`config.mk`:
```
export PLATFORM = sky130hd
export DESIGN_NAME = permutation_order_crossover
export DESIGN_NICKNAME = d
export VERILOG_FILES = /design/src/hdl/poc_pkg.sv /design/src/hdl/permutation_order_crossover.sv /design/src/hdl/poc_ram.sv /design/src/hdl/poc_seq.sv /design/src/hdl/poc_emit.sv
export SDC_FILE = /design/constraint.sdc
export NUM_CORES = 1
export LEC_CHECK = 0
export BUFFER_PORTS_ARGS = -buffer_cell sky130_fd_sc_hd__buf_2
export CAP_MARGIN = 30
export CORE_UTILIZATION = 44
export DETAILED_ROUTE_END_ITERATION = 10
export GPL_TIMING_DRIVEN = 0
export HOLD_SLACK_MARGIN = 0.15
export PLACE_DENSITY_LB_ADDON = 0.25
export SLEW_MARGIN = 10
export SYNTH_ARGS = -nofsm -noshare
export SYNTH_HDL_FRONTEND = slang
export SYNTH_SLANG_ARGS = --single-unit
```
`constraint.sdc`:
```
create_clock -name clk -period 9.25 [get_ports clk]
set_clock_uncertainty 0.1 [all_clocks]
set_input_delay 1.3875 -clock clk [delete_from_list [all_inputs] [get_ports clk]]
set_output_delay 1.3875 -clock clk [all_outputs]
set_load 0.05 [all_outputs]
```
`src/hdl/poc_pkg.sv`:
```
// Shared types and constants for the permutation order crossover block.
// Used by poc_seq, poc_emit, permutation_order_crossover and its testbench.
package poc_pkg;

  localparam int GENE_W = 6;
  localparam int POS_W = 6;
  localparam int NUM_W = 7;
  localparam int GENE_SPACE = 1 << GENE_W;
  localparam int MAX_GENES_DEFAULT = 64;
  localparam int NUM_GENES_MIN = 3;
  localparam logic [NUM_W-1:0] NUM_GENES_RESET = 7'd32;

  typedef enum logic [1:0] {
    KIND_LOAD_FIRST  = 2'd0,
    KIND_LOAD_SECOND = 2'd1,
    KIND_COMPUTE     = 2'd2
  } kind_t;

  typedef enum logic [1:0] {
    PH_IDLE,
    PH_MARK,
    PH_HEAD,
    PH_TAIL
  } phase_t;

  // Control word that travels with a parent read to the data stage.
  typedef struct packed {
    logic   valid;
    phase_t op;
    logic   fin;
  } tag_t;

  typedef struct packed {
    kind_t             kind;
    logic [POS_W-1:0]  position;
    logic [GENE_W-1:0] gene;
    logic [POS_W-1:0]  cut;
  } item_t;

  typedef struct packed {
    logic [GENE_W-1:0] child_gene;
    logic              last;
  } result_t;

endpackage

```
`src/hdl/permutation_order_crossover.sv`:
```
// Top level of the one-point order crossover block.
// Depends on poc_pkg, poc_ram, poc_seq and poc_emit.
//
// Usage:
//   item / item_valid / item_stall carry one input item. Kind load first or
//   load second writes one gene of a parent at the given position.
//   Kind compute emits the child route on result / result_valid /
//   result_stall, one gene per transfer, last set on the final gene.
//   cfg_valid / cfg_ready / cfg_data write the gene count n (saturated to
//   3..MAX_GENES); write it only while the block is idle.
// Operation:
//   Loads are accepted back to back. A compute holds item_stall through its
//   walk: n - cut reads of the first parent to set tail marks,
//   cut reads to emit the head, n reads of the second parent for the tail,
//   plus the registered read and the final flush. Each parent memory has a
//   single read port, so the reads are issued one at a time.
// Reset clears the gene count to 32, the tail marks and all control state;
// parent memories keep their contents. While result_valid and result_stall
// are both high the whole read pipeline holds and the result keeps its gene.
module permutation_order_crossover #(
  parameter int MAX_GENES = poc_pkg::MAX_GENES_DEFAULT
) (
  input  logic                       clk,
  input  logic                       rst,
  input  logic                       item_valid,
  output logic                       item_stall,
  input  poc_pkg::item_t             item,
  output logic                       result_valid,
  input  logic                       result_stall,
  output poc_pkg::result_t           result,
  input  logic                       cfg_valid,
  output logic                       cfg_ready,
  input  logic [poc_pkg::NUM_W-1:0]  cfg_data
);

  localparam int CW = $clog2(MAX_GENES + 1);
  localparam int AW = $clog2(MAX_GENES);
  localparam logic [poc_pkg::NUM_W-1:0] MAX7 = poc_pkg::NUM_W'(MAX_GENES);
  localparam logic [poc_pkg::NUM_W-1:0] MIN7 = poc_pkg::NUM_W'(poc_pkg::NUM_GENES_MIN);

  logic [poc_pkg::NUM_W-1:0]  num_genes;
  logic [poc_pkg::NUM_W-1:0]  genes_sat;
  logic [poc_pkg::NUM_W-1:0]  cut_lim;
  logic [poc_pkg::NUM_W-1:0]  cut_wide;
  logic [poc_pkg::NUM_W-1:0]  cut_sat;
  logic                       accept;
  logic                       start;
  logic                       pos_ok;
  logic                       fp_we;
  logic                       sp_we;
  logic                       rd_en;
  logic [AW-1:0]              rd_addr;
  logic [poc_pkg::GENE_W-1:0] fp_data;
  logic [poc_pkg::GENE_W-1:0] sp_data;
  poc_pkg::tag_t              tag;
  logic [CW-1:0]              genes;
  logic                       busy;
  logic                       adv;
  logic                       pend_valid;

  assign cfg_ready = 1'b1;

  always_ff @(posedge clk) begin
    if (rst) begin
      num_genes <= poc_pkg::NUM_GENES_RESET;
    end else if (cfg_valid && cfg_ready) begin
      num_genes <= cfg_data;
    end
  end

  always_comb begin
    if (num_genes < MIN7) begin
      genes_sat = MIN7;
    end else if (num_genes > MAX7) begin
      genes_sat = MAX7;
    end else begin
      genes_sat = num_genes;
    end
    cut_lim = genes_sat - poc_pkg::NUM_W'(2);
    cut_wide = {1'b0, item.cut};
    if (cut_wide < poc_pkg::NUM_W'(1)) begin
      cut_sat = poc_pkg::NUM_W'(1);
    end else if (cut_wide > cut_lim) begin
      cut_sat = cut_lim;
    end else begin
      cut_sat = cut_wide;
    end
  end

  // stay stalled until the last child gene has left the pending stage
  assign item_stall = busy || tag.valid || pend_valid;
  assign accept = item_valid && !item_stall;
  assign start = accept && (item.kind == poc_pkg::KIND_COMPUTE);
  assign pos_ok = {1'b0, item.position} < MAX7;
  assign fp_we = accept && pos_ok && (item.kind == poc_pkg::KIND_LOAD_FIRST);
  assign sp_we = accept && pos_ok && (item.kind == poc_pkg::KIND_LOAD_SECOND);

  poc_ram #(
    .WIDTH(poc_pkg::GENE_W),
    .DEPTH(MAX_GENES)
  ) u_first_parent (
    .clk  (clk),
    .we   (fp_we),
    .waddr(item.position[AW-1:0]),
    .wdata(item.gene),
    .re   (rd_en),
    .raddr(rd_addr),
    .rdata(fp_data)
  );

  poc_ram #(
    .WIDTH(poc_pkg::GENE_W),
    .DEPTH(MAX_GENES)
  ) u_second_parent (
    .clk  (clk),
    .we   (sp_we),
    .waddr(item.position[AW-1:0]),
    .wdata(item.gene),
    .re   (rd_en),
    .raddr(rd_addr),
    .rdata(sp_data)
  );

  poc_seq #(
    .MAX_GENES(MAX_GENES)
  ) u_seq (
    .clk     (clk),
    .rst     (rst),
    .start   (start),
    .genes_in(genes_sat[CW-1:0]),
    .cut_in  (cut_sat[CW-1:0]),
    .adv     (adv),
    .rd_en   (rd_en),
    .rd_addr (rd_addr),
    .tag     (tag),
    .genes   (genes),
    .busy    (busy)
  );

  poc_emit #(
    .MAX_GENES(MAX_GENES)
  ) u_emit (
    .clk         (clk),
    .rst         (rst),
    .start       (start),
    .tag         (tag),
    .genes       (genes),
    .fp_data     (fp_data),
    .sp_data     (sp_data),
    .result_stall(result_stall),
    .adv         (adv),
    .pend_valid  (pend_valid),
    .result_valid(result_valid),
    .result      (result)
  );

  // a compute transfer must lock out further items on the next cycle
  a_compute_locks: assert property (@(posedge clk) disable iff (rst)
    start |=> item_stall)
    else $error("compute transfer did not stall the input");

  // parent memories are never written while a walk reads them
  a_no_write_in_walk: assert property (@(posedge clk) disable iff (rst)
    (fp_we || sp_we) |-> (!busy && !tag.valid))
    else $error("parent write during a compute walk");

  // the final gene only leaves once the pending stage is empty
  a_last_drains: assert property (@(posedge clk) disable iff (rst)
    (result_valid && result.last && !$past(result_valid && result.last)) |-> !pend_valid)
    else $error("last gene issued with a gene still pending");

endmodule

```
`src/hdl/poc_ram.sv`:
```
// Generic simple dual-port RAM: one write port, one read port, registered read.
// No dependencies.
module poc_ram #(
  parameter int WIDTH = 6,
  parameter int DEPTH = 64
) (
  input  logic                     clk,
  input  logic                     we,
  input  logic [$clog2(DEPTH)-1:0] waddr,
  input  logic [WIDTH-1:0]         wdata,
  input  logic                     re,
  input  logic [$clog2(DEPTH)-1:0] raddr,
  output logic [WIDTH-1:0]         rdata
);

  logic [WIDTH-1:0] mem [DEPTH];

  always_ff @(posedge clk) begin
    if (we) begin
      mem[waddr] <= wdata;
    end
    // hold the read data while not enabled
    if (re) begin
      rdata <= mem[raddr];
    end
  end

endmodule

```
`src/hdl/poc_seq.sv`:
```
// Read sequencer: walks the parent memories in three passes per compute.
// Depends on poc_pkg.
module poc_seq #(
  parameter int MAX_GENES = poc_pkg::MAX_GENES_DEFAULT
) (
  input  logic                             clk,
  input  logic                             rst,
  input  logic                             start,
  input  logic [$clog2(MAX_GENES+1)-1:0]   genes_in,
  input  logic [$clog2(MAX_GENES+1)-1:0]   cut_in,
  input  logic                             adv,
  output logic                             rd_en,
  output logic [$clog2(MAX_GENES)-1:0]     rd_addr,
  output poc_pkg::tag_t                    tag,
  output logic [$clog2(MAX_GENES+1)-1:0]   genes,
  output logic                             busy
);

  localparam int CW = $clog2(MAX_GENES + 1);
  localparam int AW = $clog2(MAX_GENES);

  poc_pkg::phase_t state, state_next;
  poc_pkg::tag_t   tag_next;
  logic [CW-1:0]   idx, idx_next;
  logic [CW-1:0]   cut_point;

  always_ff @(posedge clk) begin
    if (rst) begin
      state <= poc_pkg::PH_IDLE;
      tag <= '{valid: 1'b0, op: poc_pkg::PH_IDLE, fin: 1'b0};
      idx <= '0;
    end else begin
      state <= state_next;
      tag <= tag_next;
      idx <= idx_next;
    end
  end

  always_ff @(posedge clk) begin
    if (start) begin
      genes <= genes_in;
      cut_point <= cut_in;
    end
  end

  always_comb begin
    state_next = state;
    idx_next = idx;
    rd_en = 1'b0;
    tag_next = tag;
    if (adv) begin
      tag_next = '{valid: 1'b0, op: poc_pkg::PH_IDLE, fin: 1'b0};
    end
    unique case (state)
      poc_pkg::PH_IDLE: begin
        if (start) begin
          state_next = poc_pkg::PH_MARK;
          idx_next = cut_in;
        end
      end
      poc_pkg::PH_MARK: begin
        if (adv) begin
          rd_en = 1'b1;
          tag_next = '{valid: 1'b1, op: poc_pkg::PH_MARK, fin: 1'b0};
          if (idx == genes - CW'(1)) begin
            state_next = poc_pkg::PH_HEAD;
            idx_next = '0;
          end else begin
            idx_next = idx + CW'(1);
          end
        end
      end
      poc_pkg::PH_HEAD: begin
        if (adv) begin
          rd_en = 1'b1;
          tag_next = '{valid: 1'b1, op: poc_pkg::PH_HEAD, fin: 1'b0};
          if (idx == cut_point - CW'(1)) begin
            state_next = poc_pkg::PH_TAIL;
            idx_next = '0;
          end else begin
            idx_next = idx + CW'(1);
          end
        end
      end
      poc_pkg::PH_TAIL: begin
        if (adv) begin
          rd_en = 1'b1;
          tag_next = '{valid: 1'b1, op: poc_pkg::PH_TAIL, fin: (idx == genes - CW'(1))};
          if (idx == genes - CW'(1)) begin
            state_next = poc_pkg::PH_IDLE;
            idx_next = '0;
          end else begin
            idx_next = idx + CW'(1);
          end
        end
      end
      default: begin
        state_next = poc_pkg::PH_IDLE;
      end
    endcase
  end

  assign rd_addr = idx[AW-1:0];
  assign busy = (state != poc_pkg::PH_IDLE);

endmodule

```
`src/hdl/poc_emit.sv`:
```
// Data stage: tail mark vector, pending child gene and result register.
// Depends on poc_pkg.
module poc_emit #(
  parameter int MAX_GENES = poc_pkg::MAX_GENES_DEFAULT
) (
  input  logic                                clk,
  input  logic                                rst,
  input  logic                                start,
  input  poc_pkg::tag_t                       tag,
  input  logic [$clog2(MAX_GENES+1)-1:0]      genes,
  input  logic [poc_pkg::GENE_W-1:0]          fp_data,
  input  logic [poc_pkg::GENE_W-1:0]          sp_data,
  input  logic                                result_stall,
  output logic                                adv,
  output logic                                pend_valid,
  output logic                                result_valid,
  output poc_pkg::result_t                    result
);

  localparam int CW = $clog2(MAX_GENES + 1);

  logic [poc_pkg::GENE_SPACE-1:0] marks;
  logic [CW-1:0]                  count;
  logic [poc_pkg::GENE_W-1:0]     pend_gene;
  logic                           pend_done;
  logic                           emit_en;
  logic [poc_pkg::GENE_W-1:0]     emit_gene;
  logic                           load_mid;
  logic                           load_fin;
  logic                           fin_now;

  assign adv = !result_valid || !result_stall;
  assign fin_now = tag.valid && tag.fin;

  always_comb begin
    emit_en = 1'b0;
    emit_gene = fp_data;
    case (tag.op)
      poc_pkg::PH_HEAD: begin
        emit_en = tag.valid;
      end
      poc_pkg::PH_TAIL: begin
        emit_en = tag.valid && marks[sp_data] && (count < genes);
        emit_gene = sp_data;
      end
      default: begin
        emit_en = 1'b0;
      end
    endcase
  end

  // older pending gene moves out when a newer one arrives; the final one
  // goes out with last set once the second-parent walk has ended
  assign load_mid = adv && emit_en && pend_valid;
  assign load_fin = adv && pend_done && !fin_now;

  always_ff @(posedge clk) begin
    if (rst) begin
      marks <= '0;
      count <= '0;
      pend_valid <= 1'b0;
      pend_done <= 1'b0;
      result_valid <= 1'b0;
    end else begin
      if (start) begin
        marks <= '0;
        count <= '0;
      end
      if (result_valid && !result_stall) begin
        result_valid <= 1'b0;
      end
      if (adv && tag.valid && tag.op == poc_pkg::PH_MARK) begin
        marks[fp_data] <= 1'b1;
      end
      if (adv && emit_en) begin
        count <= count + CW'(1);
        pend_valid <= 1'b1;
      end
      if (load_mid) begin
        result_valid <= 1'b1;
      end
      if (adv && fin_now) begin
        pend_done <= 1'b1;
      end else if (load_fin) begin
        result_valid <= 1'b1;
        pend_valid <= 1'b0;
        pend_done <= 1'b0;
      end
    end
  end

  always_ff @(posedge clk) begin
    if (adv && emit_en) begin
      pend_gene <= emit_gene;
    end
    if (load_mid) begin
      result <= '{child_gene: pend_gene, last: 1'b0};
    end else if (load_fin) begin
      result <= '{child_gene: pend_gene, last: 1'b1};
    end
  end

endmodule

```
==> results of run 1 <==
## cells in the final DEF (no fill, tap or decap), types with 20 or more instances in the layout
master / synthesis / layout
a22oi_1: 64 / 64
inv_1: 26 / 26
edfxtp_1: 806 / 806
clkbuf_16: 0 / 95
mux4_2: 268 / 268
nor2b_1: 20 / 20
nand3_1: 22 / 22
buf_2: 22 / 51
ha_1: 22 / 22
nor2_1: 233 / 233
dfxtp_1: 95 / 95
clkbuf_1: 68 / 87
nand2_1: 51 / 51
## logic make-up (layout without fill, tap and decap cells)
| group | count (synthesis) | in the layout |
|---|---|---|
| flip-flops | 901 | 901 |
| AND/OR/NAND/NOR | 401 | 401 |
| multiplexers | 295 | 295 |
| AO/OA/AOI/OAI | 147 | 147 |
| buffers and inverters | 140 | 378 |
| adder cells (fa/ha/maj) | 22 | 22 |
| XOR/XNOR | 19 | 19 |
| other | 2 | 5 |
## report_power, final
part | total [W] | internal, W | switching, W | leakage (nW)
Combinational | 0.00294 | 0.00129 | 0.00164 | 3.43
Clock | 0.00389 | 0.00228 | 0.00162 | 1.54
Sequential | 0.00457 | 0.00452 | 0.0000469 | 8.03
## final cells by class
class | instances | area, µm² | share of cell area, %
repair buffers | 61 | 592 | 1.42
flip-flops and latches | 901 | 26100 | 62.8
clock inverters | 63 | 762 | 1.83
clock buffers | 114 | 2450 | 5.89
inverters | 26 | 97.6 | 0.235
diodes | 3 | 7.51 | 0.0181
plain buffers | 114 | 504 | 1.21
well taps | 1070 | 1340 | 3.22
multi-input cells | 886 | 9730 | 23.4
## cell usage after synthesis (all sizes together), types with 6 or more instances
master / n
a21oi: 16
a22oi: 64
a21boi: 6
nor2b: 20
nand2: 51
xnor2: 9
inv: 26
mux2i: 18
clkbuf: 68
mux4: 268
and3: 7
edfxtp: 806
nor3b: 10
or3b: 8
xor2: 9
nor3: 17
nor2: 233
nand3: 22
dfxtp: 95
buf: 46
nand4: 6
o21ai: 15
mux2: 9
ha: 22
## flip-flops by register name, indices dropped and copies added, names as in the netlist
register               cells
u_emit.pend_valid          1
u_seq.idx                  7
u_seq.genes                7
u_emit.marks              64
u_seq.tag                  4
num_genes                  7
u_second_parent.mem      384
u_emit.count               7
u_first_parent.mem       384
u_second_parent.rdata      6
u_seq.cut_point            7
u_emit.pend_done           1
u_emit.result_valid        1
u_first_parent.rdata       6
u_emit.pend_gene           6
u_seq.state                2
u_emit.result              7
## worst reg2reg max path: cells and delay by family (launching register included)
kind     cells  cell delay [ps]
buf+inv      3             1520
mux          3             1630
flops        1              330
## layer usage
metal	vias up	wire [µm]
met5	-	24
met4	4	3320
met3	169	6560
met2	736	42100
met1	9938	35700
li1	8149	-
## worst paths after layout
check	startpoint	endpoint	slack (ps)	cells after the start
max	u_seq.idx[1]	u_second_parent.rdata[5]	5400	6
min	u_emit.result[0]	u_emit.result[0]	370	1
max reg2reg	u_seq.idx[1]	u_second_parent.rdata[5]	5400	6
min reg2reg	u_emit.result[0]	u_emit.result[0]	370	1
## through the flow
step	util (%)	area, µm²	worst slack (ps)	std cells	hold WS (ps)
after floorplan	-	36400	5790	1927	333
after global placement	46.3	37900	5040	3032	351
after detailed placement	46.7	38300	5110	3054	356
after CTS	50.7	41500	5370	3231	370
after global routing	50.7	41600	5360	3235	387
final	50.7	41600	5400	3238	368
==> summary.md, run 1 <==
| Metric | Value |
|---|---|
| Status | `finished, final reports clean` |
| Die height | `just under 300 µm` |
| WP buf/inv | `3` |
| Most common flop cell mapped by yosys | `edfxtp_1` |
| Vias after detailed routing | `~19000` |
| Final-report hold violation count | `0` |
| Post-DP HPWL | `~59 mm` |
| GRT overflow | `0` |
| Maximum level of the CTS H-tree | `3` |
| First-pass iteration count of the detailed router | `7` |
| Maximum VDD drop | `between 150 and 200 µV` |
| Mapped Area | `36400 µm²` |
| Met3 usage | `under 10%` |
| Vias in the first global route | `19209` |
| Seq/Total Area, Yosys | `between 70% and 80%` |
| Worst-path clk slew | `60 ps` |
| Setup violators final | `0` |
| Max Cap Violations | `0` |
| IO Count | `42` |
| Synth top area share | `between 60% and 70%` |
| Post-synthesis mux area share | `approximately 17%` |
| PwrDens | `~270 nW/µm²` |
| Leak | `roughly 13 nW` |
| Top cell by count, worst path | `mux4_2` |
| Nets | `between 2000 and 2500` |
| Delay-heaviest family, CP | `multiplexers` |
| Synth Area in Compound Gates | `under 10%` |
| Syn-to-layout area delta | `14.2%` |
| Max-slew headroom | `a little under a third` |
| Die width | `290 µm` |
| Pins Over Slew Limit | `0` |
| Global-route wire length before repair | `~130 mm` |
| Post-synth EDFFs | `806` |
| CTS tree | `done` |
| Clk root buf | `clkbuf_16` |
| Period Utilization, post-route | `between 40% and 50%` |
| CTS Hold Bufs | `0` |
| IO buf count | `35` |
| Setup crit start kind | `flip-flop` |
| Slew of the pin with the lowest slew margin | `approximately 1000 ps` |
| Filler Cell Count | `6590` |
| Crit end category | `flip-flop` |
| # clock sinks | `between 900 and 1000` |
| CTS max path bufs | `3` |
| Main combinational cell family by area after synthesis | `multiplexers` |
| Clock latency on the worst-skew pair | `between 600 and 700 ps` |
| Critical Path RT | `between 9000 and 10000 ps` |
| Synth area leaders | `edfxtp_1, mux4_2, dfxtp_1` |
| Worst Path Max Fanout | `10` |
| Total power | `approximately 0.011 W` |
| Most Crowded Layer GR | `met2` |
| Minimum clock period | `about 3900 ps` |
| CP cell instances | `buf_2 > clkbuf_1 > clkbuf_1 > mux4_2 > mux4_2 > mux4_2` |
| Initial Util | `between 40% and 50%` |
| Cts repair resizes | `0` |
| Xor/xnor share of the synthesized area | `less than 1%` |
| Detailed-route DRC error count | `0` |
| Global-route track usage on met1 | `28.4%` |
| Net Count, Synth | `1981` |
| Yosys reg bits | `approximately 900` |
| Synth Area in Simple Gates | `approximately 5.0%` |
| Initial DRC Count | `between 1500 and 2000` |
| All-Layer GR Usage | `a little over a fifth` |
| RSZ-0062 raised after global routing | `false` |
| Largest net degree at the start of global routing | `between 80 and 90` |
| FP Rows | `between 100 and 150` |
| Slowest-stage cell, CP | `clkbuf_1` |
| Share of cells above drive strength 1 | `between 20% and 30%` |
| CP arrival | `4110 ps` |
| Wirelength per Cell | `around 27 µm` |
| Die Area | `~84000 µm²` |
| GP Congestion | `0.824` |
| Largest area contributor in the netlist | `edfxtp_1` |
| Routed WL | `between 80 and 90 mm` |
| Setup bufs post-CTS | `0` |
| Post-route ant nets | `0` |
| Vias per cell | `5.87` |
| Antenna violations before repair | `5` |
| Adder-cell share of the synthesized area | `less than 1%` |
| Setup TNS | `0 ps` |
| Netlist cell types | `just under 70` |
| Syn Area/Cell | `~19 µm²` |
| Slowest stage delay, CP | `~760 ps` |
| Hold crit path type | `reg -> reg` |
| Core box area | `about 80000 µm²` |
| CTS Buf Count | `95` |
| Cell count after synthesis | `1927` |
| Syn. warnings | `0` |
| Fmax | `~260 MHz` |
| Met2 Resource Use GR | `between 30% and 40%` |
| Worst Path Class, Setup | `reg -> reg` |
| Ys async rst share | `0%` |
Power figures use the tool's default switching activity.
==> run 2, diff against run 1 <==
Clock period 9.25 ns to 3.7 ns, I/O delays scaled along.
==> run 2 against run 1 <==
Flip-flop and latch count did not move. Register-to-register slack got worse by 5300 ps. Final cell count rose by 0.15%. Global-route usage barely moved. Sequential share of layout area fell by 0.12 points. Maximum frequency rose by 5.9%. Final area rose by 0.20%. Power rose by 150%. Largest cell class unchanged.
==> summary.md, run 2 (synthesis gave the netlist of run 1 again) <==
| Metric | Value |
|---|---|
| Maximum level of the CTS H-tree | `3` |
| Global-route wire length before repair | `between 100 and 150 mm` |
| PwrDens | `slightly below 700 nW/µm²` |
| HP Start | `item[3]` |
| Most common cell after layout, fill and taps aside | `edfxtp_1` |
| Slew of the pin with the lowest slew margin | `1020 ps` |
| FP Rows | `105` |
| Share of cells above drive strength 1 | `between 20% and 30%` |
| Worst Hold End | `u_seq.cut_point[3]` |
| Nets | `2145` |
| Period Utilization, post-route | `between 90% and 100%` |
| Setup violators final | `0` |
| Die height | `a little under 300 µm` |
| Total power | `between 0.02 and 0.03 W` |
| Vias per cell | `5.89` |
| Syn-to-layout area delta | `14.4%` |
| Final cell count without fillers | `between 3000 and 4000` |
| Status | `finished, final reports clean` |
| CTS tree | `done` |
| Antenna violations before repair | `5` |
| Final core occ | `between 50% and 60%` |
| Max Cap Violations | `0` |
| Max-slew headroom | `31.5%` |
| Final hold slack | `approximately 260 ps` |
| Post-route ant nets | `0` |
| Worst-path clk slew | `approximately 60 ps` |
| Filler Cell Count | `~6600` |
| Cell total after placement | `just over 3000` |
| Wirelength per Cell | `27.0 µm` |
| GP Congestion | `a little over 0.8` |
| Setup bufs post-CTS | `0` |
| R2R Path End | `u_first_parent.rdata[0]` |
| Initial Util | `approximately 44%` |
| R2r startpoint | `u_seq.idx[1]` |
| CP arrival | `between 3000 and 4000 ps` |
| RSZ-0062 raised after global routing | `false` |
| Worst Reg2Reg Path Length in Cells | `6` |
| Vias in the first global route | `slightly below 20000` |
| First-pass iteration count of the detailed router | `6` |
| Vias after detailed routing | `about 19000` |
| CTS Buf Count | `95` |
| Setup ws final | `62.3 ps` |
| IO buf count | `35` |
| CTS max path bufs | `3` |
| GRT overflow | `0` |
| Critical Path RT | `between 3000 and 4000 ps` |
| Crit end category | `flip-flop` |
| Worst slack at placement | `-163 ps` |
| Pins Over Slew Limit | `0` |
| Reg2Reg Setup Slack | `60 ps` |
| Post-DP HPWL | `59.3 mm` |
| Minimum clock period | `~3600 ps` |
| Die width | `about 290 µm` |
| Detailed-route DRC error count | `0` |
| Largest registers | `u_first_parent.mem x384, u_second_parent.mem x384, u_emit.marks x64` |
| Worst Path Class, Setup | `reg -> reg` |
| Maximum VDD drop | `roughly 420 µV` |
| Hold path depth | `3` |
| Final-report hold violation count | `0` |
| Leak | `between 10 and 15 nW` |
| IO Count | `42` |
| Clock latency on the worst-skew pair | `670 ps` |
| Die Area | `83900 µm²` |
| # clock sinks | `approximately 900` |
| Core box area | `roughly 80000 µm²` |
| Initial DRC Count | `around 1700` |
| Setup crit start kind | `flip-flop` |
| Worst Path Max Fanout | `10` |
| All-Layer GR Usage | `a little over a fifth` |
| Clk root buf | `clkbuf_16` |
| Fmax | `approximately 270 MHz` |
| Routed WL | `between 80 and 90 mm` |
| Largest net degree at the start of global routing | `86` |
| Commonest non-fill, non-tap cells in the layout | `edfxtp_1, mux4_2, nor2_1` |
| Hold crit path type | `in -> reg` |
[run 2: cell types whose count changed in the layout (fill, tap and decap cells not counted), sizes merged]
| cell | change |
|---|---|
| diode | -1 |
| clkbuf | -1 |
| dlygate4sd3 | +7 |
[run 2: where the power goes]
part	switching [W]	internal [W]	total [W]
Clock	0.00404	0.00569	0.00973
Combinational	0.00410	0.00324	0.00734
Sequential	0.000116	0.0113	0.0114
Total	0.00826	0.0202	0.0285
[run 2: worst max path at each step]
stage / startpoint / endpoint / slack, ps / cells after the start
after floorplan: num_genes[4] / u_seq.cut_point[0] / 550 / 13
after global placement: u_seq.idx[1] / u_second_parent.rdata[5] / -140 / 6
after detailed placement: u_seq.idx[1] / u_second_parent.rdata[5] / -160 / 6
after CTS: u_seq.idx[1] / u_first_parent.rdata[4] / 2 / 6
after global routing: u_seq.idx[1] / u_second_parent.rdata[5] / 20 / 6
final: u_seq.idx[1] / u_first_parent.rdata[0] / 60 / 6
[run 2: critical path, stage by stage, from the launching register on]
cell and delay, ps:
dfxtp_1 330, buf_2 280, buf_2 390, clkbuf_1 650
mux4_2 450, mux4_2 590, mux4_2 550
[run 2: cell type report]
class                           instances  area [µm²]  area share (%)
Clock buffer                          114        2450            5.88
Tap cell                             1070        1340            3.21
Multi-Input combinational cell        886        9740            23.4
Sequential cell                       901       26100            62.7
Antenna cell                            2        5.00          0.0120
Timing Repair Buffer                   68         662            1.59
Inverter                               26        97.6           0.234
Buffer                                113         508            1.22
Clock inverter                         63         762            1.83
[run 2: layer usage]
metal / global-route usage (%) / vias to the layer above / part of all wire, %
li1: - / 8161 / -
met1: 28.4 / 9998 / 40
met2: 33.8 / 759 / 48
met3: 5.05 / 175 / 7.7
met4: 8.29 / 4 / 3.9
met5: 0 / - / 0.027
[run 2: repair_timing]
item | in CTS | in global routing
endpoints found under the setup margin | 12 | 30
resized for setup | 4 | 7
pin swaps | 0 | 0
gates cloned | 0 | 0
endpoints found under the hold margin | 7 | 0
hold buffers | 7 | 0
[run 2: stage by stage]
step	TNS (ps)	cell area [µm²]
2_1_floorplan	0	36400
3_3_place_gp	-875	37900
3_5_place_dp	-1020	38300
4_1_cts	0	41600
5_1_grt	0	41700
6_report	0	41700
